`src/sv/crcflp_pkg.sv`:
```
// Package for the CRC-16 length-prefixed frame parser.
// Holds phase and event codes, register indexes, the config type and the CRC step.
// No dependencies.
package crcflp_pkg;

   localparam int CSR_ADDR_W = 4;
   localparam int CSR_DATA_W = 32;

   localparam logic [1:0] REG_HEADER_FIRST  = 2'd0;
   localparam logic [1:0] REG_HEADER_SECOND = 2'd1;
   localparam logic [1:0] REG_MAX_PAYLOAD   = 2'd2;

   localparam logic [7:0]  HEADER_FIRST_RST  = 8'hAA;
   localparam logic [7:0]  HEADER_SECOND_RST = 8'h55;
   localparam logic [15:0] MAX_PAYLOAD_RST   = 16'd1024;

   localparam logic [2:0] PH_H1   = 3'd0;
   localparam logic [2:0] PH_H2   = 3'd1;
   localparam logic [2:0] PH_CMD  = 3'd2;
   localparam logic [2:0] PH_LENH = 3'd3;
   localparam logic [2:0] PH_LENL = 3'd4;
   localparam logic [2:0] PH_PAY  = 3'd5;
   localparam logic [2:0] PH_CRCH = 3'd6;
   localparam logic [2:0] PH_CRCL = 3'd7;

   localparam logic [2:0] EV_NONE       = 3'd0;
   localparam logic [2:0] EV_PAYLOAD    = 3'd1;
   localparam logic [2:0] EV_GOOD       = 3'd2;
   localparam logic [2:0] EV_BAD_HEADER = 3'd3;
   localparam logic [2:0] EV_BAD_LENGTH = 3'd4;
   localparam logic [2:0] EV_CRC_ERROR  = 3'd5;

   localparam logic [15:0] CRC_POLY = 16'h1021;
   localparam logic [15:0] CRC_INIT = 16'hFFFF;

   typedef struct packed {
      logic [7:0]  header_first;
      logic [7:0]  header_second;
      logic [15:0] max_payload;
   } cfg_type;

   function automatic logic [15:0] crc_add_byte(input logic [15:0] crc,
                                                input logic [7:0] data);
      logic [15:0] c;
      c = crc ^ {data, 8'h00};
      for (int k = 0; k < 8; k++) begin
         if (c[15]) begin
            c = {c[14:0], 1'b0} ^ CRC_POLY;
         end else begin
            c = {c[14:0], 1'b0};
         end
      end
      return c;
   endfunction

endpackage

```
`src/sv/crcflp_csr.sv`:
```
// Configuration register file of the frame parser, APB-style access.
// Depends on crcflp_pkg for register indexes, reset values and cfg_type.
module crcflp_csr (
   input  logic                                  clock,
   input  logic                                  reset,
   input  logic                                  csr_psel,
   input  logic                                  csr_penable,
   input  logic                                  csr_pwrite,
   input  logic [crcflp_pkg::CSR_ADDR_W-1:0]     csr_paddr,
   input  logic [crcflp_pkg::CSR_DATA_W-1:0]     csr_pwdata,
   output logic [crcflp_pkg::CSR_DATA_W-1:0]     csr_prdata,
   output logic                                  csr_pready,
   output crcflp_pkg::cfg_type                   cfg
);

   crcflp_pkg::cfg_type cfg_ff;
   crcflp_pkg::cfg_type cfg_in;
   logic                wr_en;
   logic [1:0]          reg_idx;

   assign wr_en   = csr_psel & csr_penable & csr_pwrite;
   assign reg_idx = csr_paddr[3:2];

   always_comb begin
      cfg_in = cfg_ff;
      if (wr_en) begin
         case (reg_idx)
            crcflp_pkg::REG_HEADER_FIRST:  cfg_in.header_first  = csr_pwdata[7:0];
            crcflp_pkg::REG_HEADER_SECOND: cfg_in.header_second = csr_pwdata[7:0];
            crcflp_pkg::REG_MAX_PAYLOAD:   cfg_in.max_payload   = csr_pwdata[15:0];
            default: ;
         endcase
      end
   end

   always_ff @(posedge clock) begin
      if (reset) begin
         cfg_ff.header_first  <= crcflp_pkg::HEADER_FIRST_RST;
         cfg_ff.header_second <= crcflp_pkg::HEADER_SECOND_RST;
         cfg_ff.max_payload   <= crcflp_pkg::MAX_PAYLOAD_RST;
      end else begin
         cfg_ff <= cfg_in;
      end
   end

   always_comb begin
      case (reg_idx)
         crcflp_pkg::REG_HEADER_FIRST:  csr_prdata = {24'd0, cfg_ff.header_first};
         crcflp_pkg::REG_HEADER_SECOND: csr_prdata = {24'd0, cfg_ff.header_second};
         crcflp_pkg::REG_MAX_PAYLOAD:   csr_prdata = {16'd0, cfg_ff.max_payload};
         default:                       csr_prdata = '0;
      endcase
   end

   assign csr_pready = 1'b1;
   assign cfg        = cfg_ff;

endmodule

```
`src/sv/crcflp_core.sv`:
```
// Frame parser datapath: phase machine, running CRC and the result register.
// Depends on crcflp_pkg for codes, cfg_type and the CRC byte step.
module crcflp_core (
   input  logic                clock,
   input  logic                reset,
   input  crcflp_pkg::cfg_type cfg,
   input  logic                req_valid,
   output logic                req_stall,
   input  logic [7:0]          req_in_byte,
   output logic                rsp_valid,
   input  logic                rsp_stall,
   output logic [2:0]          rsp_event_res,
   output logic [7:0]          rsp_frame_cmd,
   output logic [15:0]         rsp_frame_length,
   output logic [7:0]          rsp_payload_byte
);

   logic [2:0]  phase_ff, phase_in;
   logic [7:0]  cmd_ff, cmd_in;
   logic [15:0] length_ff, length_in;
   logic [15:0] left_ff, left_in;
   logic [15:0] crc_ff, crc_in;
   logic [7:0]  crch_ff, crch_in;

   logic        rsp_valid_ff, rsp_valid_in;
   logic [2:0]  event_ff, event_in;
   logic [7:0]  rcmd_ff;
   logic [15:0] rlength_ff;
   logic [7:0]  pay_ff, pay_in;

   logic        accept;
   logic [15:0] crc_step;
   logic [15:0] left_dec;

   assign req_stall = reset | (rsp_valid_ff & rsp_stall);
   assign accept    = req_valid & ~req_stall;
   assign crc_step  = crcflp_pkg::crc_add_byte(crc_ff, req_in_byte);
   assign left_dec  = left_ff - 16'd1;

   always_comb begin
      phase_in  = phase_ff;
      cmd_in    = cmd_ff;
      length_in = length_ff;
      left_in   = left_ff;
      crc_in    = crc_ff;
      crch_in   = crch_ff;
      event_in  = crcflp_pkg::EV_NONE;
      pay_in    = 8'd0;
      case (phase_ff)
         crcflp_pkg::PH_H1: begin
            if (req_in_byte == cfg.header_first) begin
               phase_in = crcflp_pkg::PH_H2;
            end else begin
               event_in = crcflp_pkg::EV_BAD_HEADER;
            end
         end
         crcflp_pkg::PH_H2: begin
            if (req_in_byte == cfg.header_second) begin
               phase_in = crcflp_pkg::PH_CMD;
               crc_in   = crcflp_pkg::CRC_INIT;
            end else begin
               event_in = crcflp_pkg::EV_BAD_HEADER;
               phase_in = crcflp_pkg::PH_H1;
            end
         end
         crcflp_pkg::PH_CMD: begin
            cmd_in   = req_in_byte;
            crc_in   = crc_step;
            phase_in = crcflp_pkg::PH_LENH;
         end
         crcflp_pkg::PH_LENH: begin
            length_in = {req_in_byte, 8'd0};
            crc_in    = crc_step;
            phase_in  = crcflp_pkg::PH_LENL;
         end
         crcflp_pkg::PH_LENL: begin
            length_in = {length_ff[15:8], req_in_byte};
            crc_in    = crc_step;
            if (length_in > cfg.max_payload) begin
               event_in = crcflp_pkg::EV_BAD_LENGTH;
               phase_in = crcflp_pkg::PH_H1;
            end else if (length_in == 16'd0) begin
               phase_in = crcflp_pkg::PH_CRCH;
            end else begin
               left_in  = length_in;
               phase_in = crcflp_pkg::PH_PAY;
            end
         end
         crcflp_pkg::PH_PAY: begin
            event_in = crcflp_pkg::EV_PAYLOAD;
            pay_in   = req_in_byte;
            crc_in   = crc_step;
            left_in  = left_dec;
            if (left_dec == 16'd0) begin
               phase_in = crcflp_pkg::PH_CRCH;
            end
         end
         crcflp_pkg::PH_CRCH: begin
            crch_in  = req_in_byte;
            phase_in = crcflp_pkg::PH_CRCL;
         end
         default: begin
            if ({crch_ff, req_in_byte} == crc_ff) begin
               event_in = crcflp_pkg::EV_GOOD;
            end else begin
               event_in = crcflp_pkg::EV_CRC_ERROR;
            end
            phase_in = crcflp_pkg::PH_H1;
         end
      endcase
   end

   assign rsp_valid_in = accept | (rsp_valid_ff & rsp_stall);

   always_ff @(posedge clock) begin
      if (reset) begin
         phase_ff     <= crcflp_pkg::PH_H1;
         cmd_ff       <= 8'd0;
         length_ff    <= 16'd0;
         left_ff      <= 16'd0;
         crc_ff       <= crcflp_pkg::CRC_INIT;
         crch_ff      <= 8'd0;
         rsp_valid_ff <= 1'b0;
      end else begin
         rsp_valid_ff <= rsp_valid_in;
         if (accept) begin
            phase_ff  <= phase_in;
            cmd_ff    <= cmd_in;
            length_ff <= length_in;
            left_ff   <= left_in;
            crc_ff    <= crc_in;
            crch_ff   <= crch_in;
         end
      end
   end

   always_ff @(posedge clock) begin
      if (accept) begin
         event_ff   <= event_in;
         rcmd_ff    <= cmd_in;
         rlength_ff <= length_in;
         pay_ff     <= pay_in;
      end
   end

   assign rsp_valid        = rsp_valid_ff;
   assign rsp_event_res    = event_ff;
   assign rsp_frame_cmd    = rcmd_ff;
   assign rsp_frame_length = rlength_ff;
   assign rsp_payload_byte = pay_ff;

   a_accept_gives_result: assert property (@(posedge clock) disable iff (reset)
      accept |=> rsp_valid_ff)
      else $error("accepted item produced no result");

   a_payload_zero: assert property (@(posedge clock) disable iff (reset)
      (rsp_valid_ff && event_ff != crcflp_pkg::EV_PAYLOAD) |-> pay_ff == 8'd0)
      else $error("payload byte set on non-payload event");

   a_pay_has_bytes: assert property (@(posedge clock) disable iff (reset)
      phase_ff == crcflp_pkg::PH_PAY |-> left_ff != 16'd0)
      else $error("payload phase with no bytes left");

   a_crcl_returns: assert property (@(posedge clock) disable iff (reset)
      (accept && phase_ff == crcflp_pkg::PH_CRCL) |=> phase_ff == crcflp_pkg::PH_H1)
      else $error("no return to hunting after CRC low byte");

endmodule

```
`src/sv/crc16_length_frame_parser_top.sv`:
```
// Top level of the CRC-16 length-prefixed frame parser.
// Depends on crcflp_pkg, crcflp_csr and crcflp_core.
//
// Usage:
//   req_* carries one received byte per item; rsp_* returns exactly one
//   result item per input item: event code, command and length of the
//   current frame, and the payload byte on payload events.
//   csr_* is an APB-style port: header_first at 0x0, header_second at 0x4,
//   max_payload at 0x8. Write only while the parser is idle.
// Timing and throughput:
//   An item's result is registered and shows in the cycle after acceptance.
//   One item per cycle is sustained unless stalled; the byte-wide CRC step
//   and the phase update settle between the state and result registers.
// Reset:
//   Synchronous. The parser hunts for the first header byte, the CRC is
//   0xFFFF, registers take 0xAA, 0x55 and 1024. req_stall is high in reset.
// Backpressure:
//   While rsp_valid is high and rsp_stall is high the result holds and
//   req_stall is raised; a result being taken lets a new item in that cycle.
module crc16_length_frame_parser_top (
   input  logic                              clock,
   input  logic                              reset,
   input  logic                              req_valid,
   output logic                              req_stall,
   input  logic [7:0]                        req_in_byte,
   output logic                              rsp_valid,
   input  logic                              rsp_stall,
   output logic [2:0]                        rsp_event_res,
   output logic [7:0]                        rsp_frame_cmd,
   output logic [15:0]                       rsp_frame_length,
   output logic [7:0]                        rsp_payload_byte,
   input  logic                              csr_psel,
   input  logic                              csr_penable,
   input  logic                              csr_pwrite,
   input  logic [crcflp_pkg::CSR_ADDR_W-1:0] csr_paddr,
   input  logic [crcflp_pkg::CSR_DATA_W-1:0] csr_pwdata,
   output logic [crcflp_pkg::CSR_DATA_W-1:0] csr_prdata,
   output logic                              csr_pready
);

   crcflp_pkg::cfg_type cfg;

   crcflp_csr u_csr (
      .clock       (clock),
      .reset       (reset),
      .csr_psel    (csr_psel),
      .csr_penable (csr_penable),
      .csr_pwrite  (csr_pwrite),
      .csr_paddr   (csr_paddr),
      .csr_pwdata  (csr_pwdata),
      .csr_prdata  (csr_prdata),
      .csr_pready  (csr_pready),
      .cfg         (cfg)
   );

   crcflp_core u_core (
      .clock            (clock),
      .reset            (reset),
      .cfg              (cfg),
      .req_valid        (req_valid),
      .req_stall        (req_stall),
      .req_in_byte      (req_in_byte),
      .rsp_valid        (rsp_valid),
      .rsp_stall        (rsp_stall),
      .rsp_event_res    (rsp_event_res),
      .rsp_frame_cmd    (rsp_frame_cmd),
      .rsp_frame_length (rsp_frame_length),
      .rsp_payload_byte (rsp_payload_byte)
   );

endmodule

```
`config.mk`:
```
export PLATFORM = sky130hd
export DESIGN_NAME = crc16_length_frame_parser_top
export DESIGN_NICKNAME = d
export VERILOG_FILES = /design/src/sv/crcflp_pkg.sv /design/src/sv/crcflp_csr.sv /design/src/sv/crcflp_core.sv /design/src/sv/crc16_length_frame_parser_top.sv
export SDC_FILE = /design/constraint.sdc
export NUM_CORES = 1
export LEC_CHECK = 0
export ABC_AREA = 1
export BUFFER_PORTS_ARGS = -buffer_cell sky130_fd_sc_hd__clkbuf_2
export CORE_AREA = 2 2 129 131
export DETAILED_ROUTE_END_ITERATION = 8
export DIE_AREA = 0 0 131 133
export PLACE_DENSITY_LB_ADDON = 0.12
export SLEW_MARGIN = 0
export SYNTH_ARGS = -nofsm -noshare
export SYNTH_HDL_FRONTEND = slang
export SYNTH_SLANG_ARGS = --single-unit
```
`constraint.sdc`:
```
create_clock -name clock -period 5.22 [get_ports clock]
set_clock_uncertainty 0.2 [all_clocks]
set_input_delay 0.783 -clock clock [delete_from_list [all_inputs] [get_ports clock]]
set_output_delay 0.783 -clock clock [all_outputs]
set_load 0.02 [all_outputs]
```
### After elaboration in Yosys (flattened, before gate mapping)

Cells that the tools add are included.

* bits of input ports: 51
* output and inout port bits: 70
* bits in registers: 135
* word-level logic and storage cells: 90

* mux-type cells: 27
* $add $sub $neg: 1
* reductions and logical operators: 15
* equality and inequality tests: 16
* bitwise operators: 16
* magnitude comparators: 1

Operator list (number)
* 13-bit 2-to-1 mux: 8
* 16-bit case mux with 2 select lines: 3
* 16-bit 2-to-1 mux: 3
* 16-bit case mux with 3 select lines: 1
* 16-bit zero test: 2
* 3-bit NOT: 8
* 3-bit case mux with 7 select lines: 1
* 16-bit == test: 1
* 8-bit == test: 2
* 16-bit greater-than comparator: 1
* 16-bit by 1-bit subtractor with 16-bit output, second input constant: 1
* 16-bit XOR: 1
* 3-bit 2-to-1 mux: 5
* 3-bit case mux with 5 select lines: 1
* 3-bit == test, second input constant: 3
* 2-bit 2-to-1 mux: 4
* 8-bit 2-to-1 mux: 1
* 2-bit AND reduction: 4
* 3-bit by 2-bit == test with 1-bit output, second input constant: 2
* 2-bit by 1-bit != test with 1-bit output, second input constant: 3
* 3-bit AND reduction: 2
* 1-bit AND: 4
* 2-bit != test, second input constant: 2
* 4-bit AND reduction: 1
* other kinds (10): 12

### Logic depth before layout (Yosys ltp)

* depth in word-level cells: 18
* mapped depth: 17

### Hierarchy

Synthesis repeated with hierarchy kept, for this count alone.

* cells, all modules: 992
* area total of the unflattened synthesis: 7385.8 µm²

By module, submodules not included
* crcflp_core: seq. area each 2412.3 µm², area an instance 5696.7 µm², cells an instance 731, instances 1
* crcflp_csr: seq. area each 640.6 µm², area an instance 1689.1 µm², cells an instance 261, instances 1

### Least setup slack after synthesis

OpenSTA, ideal clock, no wires.

* path kind: input to register
* from: input reset
* to: register u_core.event_ff[0], in the netlist u_core.rsp_event_res[0] (enable)
* path slack: 2.050 ns
* data arrival time: 2.557 ns
* data required time: 4.607 ns
* cell stages on the path: 5
* path through: buf_2 > inv_2 > nand2_1 > nor2_2 > clkbuf_1

* cells in the longest elaborated chain, start to end: 3

Ends and longest elaborated chain
* start, declared: line crc16_length_frame_parser_top.sv:22 `input logic reset,`
* 1-bit bitwise OR: line crcflp_core.sv:35 `assign req_stall = reset | (rsp_valid_ff & rsp_stall);`
* via req_stall: line crc16_length_frame_parser_top.sv:24 `output logic req_stall,`
* 1-bit NOT: line crcflp_core.sv:36 `assign accept = req_valid & ~req_stall;`
* 1-bit AND: line crcflp_core.sv:36
* via u_core.accept: line crcflp_core.sv:31 `logic accept;`
* end signal, assigned: line crcflp_core.sv:139 `event_ff <= event_in;`
* end, declared: line crcflp_core.sv:26 `logic [2:0] event_ff, event_in;`

The timed path passes the listed nets, and every way through them passes these cells.
A chain may end at the register's enable or synchronous reset.

### Worst setup path in the final report

* from: input req_in_byte[0]
* to: register u_core.left_ff[6]

* cells in the longest elaborated chain, start to end: 3
* elaborated cells on any way between the ends: 5

Ends and longest elaborated chain
* start, declared: line crc16_length_frame_parser_top.sv:25 `input logic [7:0] req_in_byte,`
* 16-bit greater-than comparator / 16-bit zero test (equally long branches): line crcflp_core.sv:79, crcflp_core.sv:82
* 2-bit != test (no source line)
* 4-bit AND reduction (no source line) (*)
* end signal, assigned: line crcflp_core.sv:130 `left_ff <= left_in;`
* end, declared: line crcflp_core.sv:21 `logic [15:0] left_ff, left_in;`

Every way passes the cells marked *; elsewhere a longest branch is shown, timed or not.

==> impl_metrics.env <==
export IMPL_cts_tree="done"
export IMPL_clock_latency_ns=0.43
export IMPL_gp_congestion=0.826
export IMPL_drc_errors=0
export IMPL_synth_seq_cells=135
export IMPL_worst_setup_path_type="primary input to register"
export IMPL_grt_overflow_total=0
export IMPL_io_buffer_count=85
export IMPL_io_pins=121
export IMPL_path_cells="clkbuf_2 -> inv_2 -> ha_1 -> inv_1 -> nand2_1 -> nand2_1 -> nand2_1 -> nand2_1 -> nand2_1 -> nand2_1 -> nand2_1 -> nand2_1 -> nand3_1 -> nand3b_1 -> buf_4 -> o21a_1"
export IMPL_cts_sinks=135
export IMPL_hold_class="register to register"
export IMPL_cts_buffers_inserted=17
export IMPL_async_flop_share=0
export IMPL_clk_pin_slew_ns=0.06
export IMPL_grt_first_pass_wirelength_mm=29.0
export IMPL_drtIter0Drc=395
export IMPL_rows=47
export IMPL_synthesis_area_sq_um=7040
export IMPL_area_growth_pct=15.7
export IMPL_fmax_mhz=304
export IMPL_cp_slowest_cell="nand3b_1"
export IMPL_crit_path_start_kind="primary input"
export IMPL_yosysTopAreaCell="dfxtp_1"
export IMPL_synth_edf_count=35
export IMPL_ctsResizeCount=0
export IMPL_grt_use_total=0.216
export IMPL_synth_common_cells="199 x nand2_1, 100 x dfxtp_1, 92 x inv_1"
export IMPL_die_x_um=131
export IMPL_synth_area_per_cell_sq_um=7.66
export IMPL_end_kind="register"
export IMPL_via_count=6035
export IMPL_p_leak_nw=3.46
export IMPL_wl_per_cell_um=14.8
export IMPL_vdd_ir_drop_max_v=0.000217
export IMPL_fin_crit_ns=3.29
export IMPL_dieHeight_um=133
export IMPL_dr_pass1_iters=5
export IMPL_synth_most_common_cell="nand2_1"
export IMPL_utilization=0.503
export IMPL_status="complete, no violations"
export IMPL_power_density_nw_per_um2=312
export IMPL_synth_yosys_warnings=0
export IMPL_htree_levels=4
export IMPL_core_area_sq_um=16200
export IMPL_die_area_sq_um=17400
export IMPL_place_hpwl_mm=12.6
export IMPL_cp_required_ns=5.33
export IMPL_setup_tns_ns=0
export IMPL_synth_cell_types=40
export IMPL_post_cts_buffers=0
export IMPL_period_share=0.630
export IMPL_synthTopCellsByArea="dfxtp_1 28%, edfxtp_1 15%, nand2_1 11%"
export IMPL_root_buffer="clkbuf_16"
export IMPL_slew_viol_final=0
export IMPL_yosysTopAreaCellShare=0.285
export IMPL_cts_hold_buf=0
export IMPL_worstPathArrival_ns=3.40
export IMPL_max_slew_margin_rel=0.231
export IMPL_worst_path_max_fanout=31
export IMPL_cpMostUsedCell="nand2_1"
export IMPL_grt_pass1_vias=5644
export IMPL_slowest_delay_ns=0.79
export IMPL_rsz0062_at_grt="no"
export IMPL_antenna_found_initial=0
export IMPL_routed_wl_mm=18.0
export IMPL_report_final_hold_viol_count=0
export IMPL_synth_cells=919
export IMPL_drive_gt1_frac=0.139
export IMPL_grt_max_degree=76
export IMPL_ant_nets=0
export IMPL_num_nets_final=1053
export IMPL_via_per_inst=4.96
export IMPL_antenna_cells=0
export IMPL_cts_buffer_depth=2
export IMPL_seq_area_frac_synth=0.434
export IMPL_yosys_most_used_dff="dfxtp_1"
export IMPL_tightest_slew_ns=1.15
export IMPL_start_util=0.435
export IMPL_max_cap_violations=0
export IMPL_setup_viol=0
-- report_power, final --
part | leakage, nW | switching [mW] | internal, mW | total, mW
Sequential | 1.14 | 0.00557 | 1.09 | 1.09
Combinational | 2.01 | 0.129 | 0.0480 | 0.177
Clock | 0.302 | 0.458 | 0.812 | 1.27
Total | 3.46 | 0.592 | 1.95 | 2.54
-- per-layer routing --
layer | GRT usage | vias up | share of wire
met4 | 0.0686 | 0 | 0.013
met2 | 0.338 | 125 | 0.46
met5 | 0 | - | 0
met3 | 0.0449 | 19 | 0.039
met1 | 0.297 | 2750 | 0.49
li1 | - | 3141 | -
-- registers in the layout, indices dropped and copies added (netlist names), 3 cells and up --
register and flops:
u_core.cmd_ff 8, u_core.crc_ff 16, u_core.crch_ff 8, u_core.left_ff 16, u_core.length_ff 16, u_core.phase_ff 3
u_core.rsp_event_res 3, u_core.rsp_frame_cmd 8, u_core.rsp_frame_length 16, u_core.rsp_payload_byte 8, u_csr.cfg 32
-- per-stage QoR --
stage | setup slack (ns) | instance area [sq um] | power, mW | std cells | hold slack, ns
2_1_floorplan | 2.05 | 7090 | 1.24 | 934 | 0.248
3_3_place_gp | 1.50 | 7520 | 1.29 | 1185 | 0.259
3_5_place_dp | 1.51 | 7520 | 1.29 | 1185 | 0.264
4_1_cts | 1.96 | 8140 | 2.56 | 1217 | 0.277
5_1_grt | 1.53 | 8140 | 2.63 | 1217 | 0.288
6_report | 1.93 | 8140 | 2.54 | 1217 | 0.275
-- cell usage in the layout, fill, tap and decap left out, types with 2 or more instances in the layout --
cell type and n:
dfxtp_1 100, ha_1 18, clkbuf_1 2, or2_2 4, nor2_1 78, edfxtp_1 35, nor3_1 4, conb_1 17
nand4_1 6, clkinv_2 2, o22ai_1 11, clkinv_1 2, o31ai_1 16, a211o_1 2, inv_1 92, o211ai_1 10
xnor2_1 15, nor2_2 4, bufinv_16 4, a21oi_1 66, buf_4 4, clkbuf_16 17, o21a_1 16, o21ai_1 10
nand3_1 40, nand2_1 199, o221ai_1 4, inv_2 7, nor4_1 5, o21ai_0 76, clkinv_4 3, clkbuf_2 85
xor2_1 30
-- final timing paths --
check	slack, ns	end	cells after the start	from
worst min register to register	0.28	u_core.cmd_ff[6]	2	u_core.cmd_ff[6]
worst max register to register	2.10	u_core.left_ff[6]	11	u_core.length_ff[9]
worst max-delay path	1.93	u_core.left_ff[6]	16	req_in_byte[0]
worst min-delay path	0.28	u_core.cmd_ff[6]	2	u_core.cmd_ff[6]
-- layout make-up --
class                           count  area, sq um
Tap cell                          220          275
Sequential cell                   135         3050
Fill cell                        1617         8030
Multi-Input combinational cell    640         3350
Timing Repair Buffer               89          455
Inverter                          101          382
Clock buffer                       20          447
Clock inverter                     12          176
-- kinds of logic (layout without fill, tap and decap cells) --
| group | count (synthesis) | in the layout | share of synthesized area |
|---|---|---|---|
| compound gates | 214 | 214 | 0.174 |
| xor+xnor | 45 | 45 | 0.0560 |
| fa+ha+maj | 18 | 18 | 0.0320 |
| buf+inv | 159 | 222 | 0.0983 |
| flops | 135 | 135 | 0.434 |
| other cells | 2 | 17 | 0.00107 |
| simple gates | 346 | 346 | 0.204 |
-- critical path, delay by kind of cell --
| kind | cells | cell delay [ns] |
|---|---|---|
| buffers and inverters | 4 | 0.90 |
| adders and majority gates | 1 | 0.18 |
| and+or+nand+nor | 10 | 1.34 |
| AOI/OAI and AO/OA | 1 | 0.18 |
(Power assumes the default switching activity.)
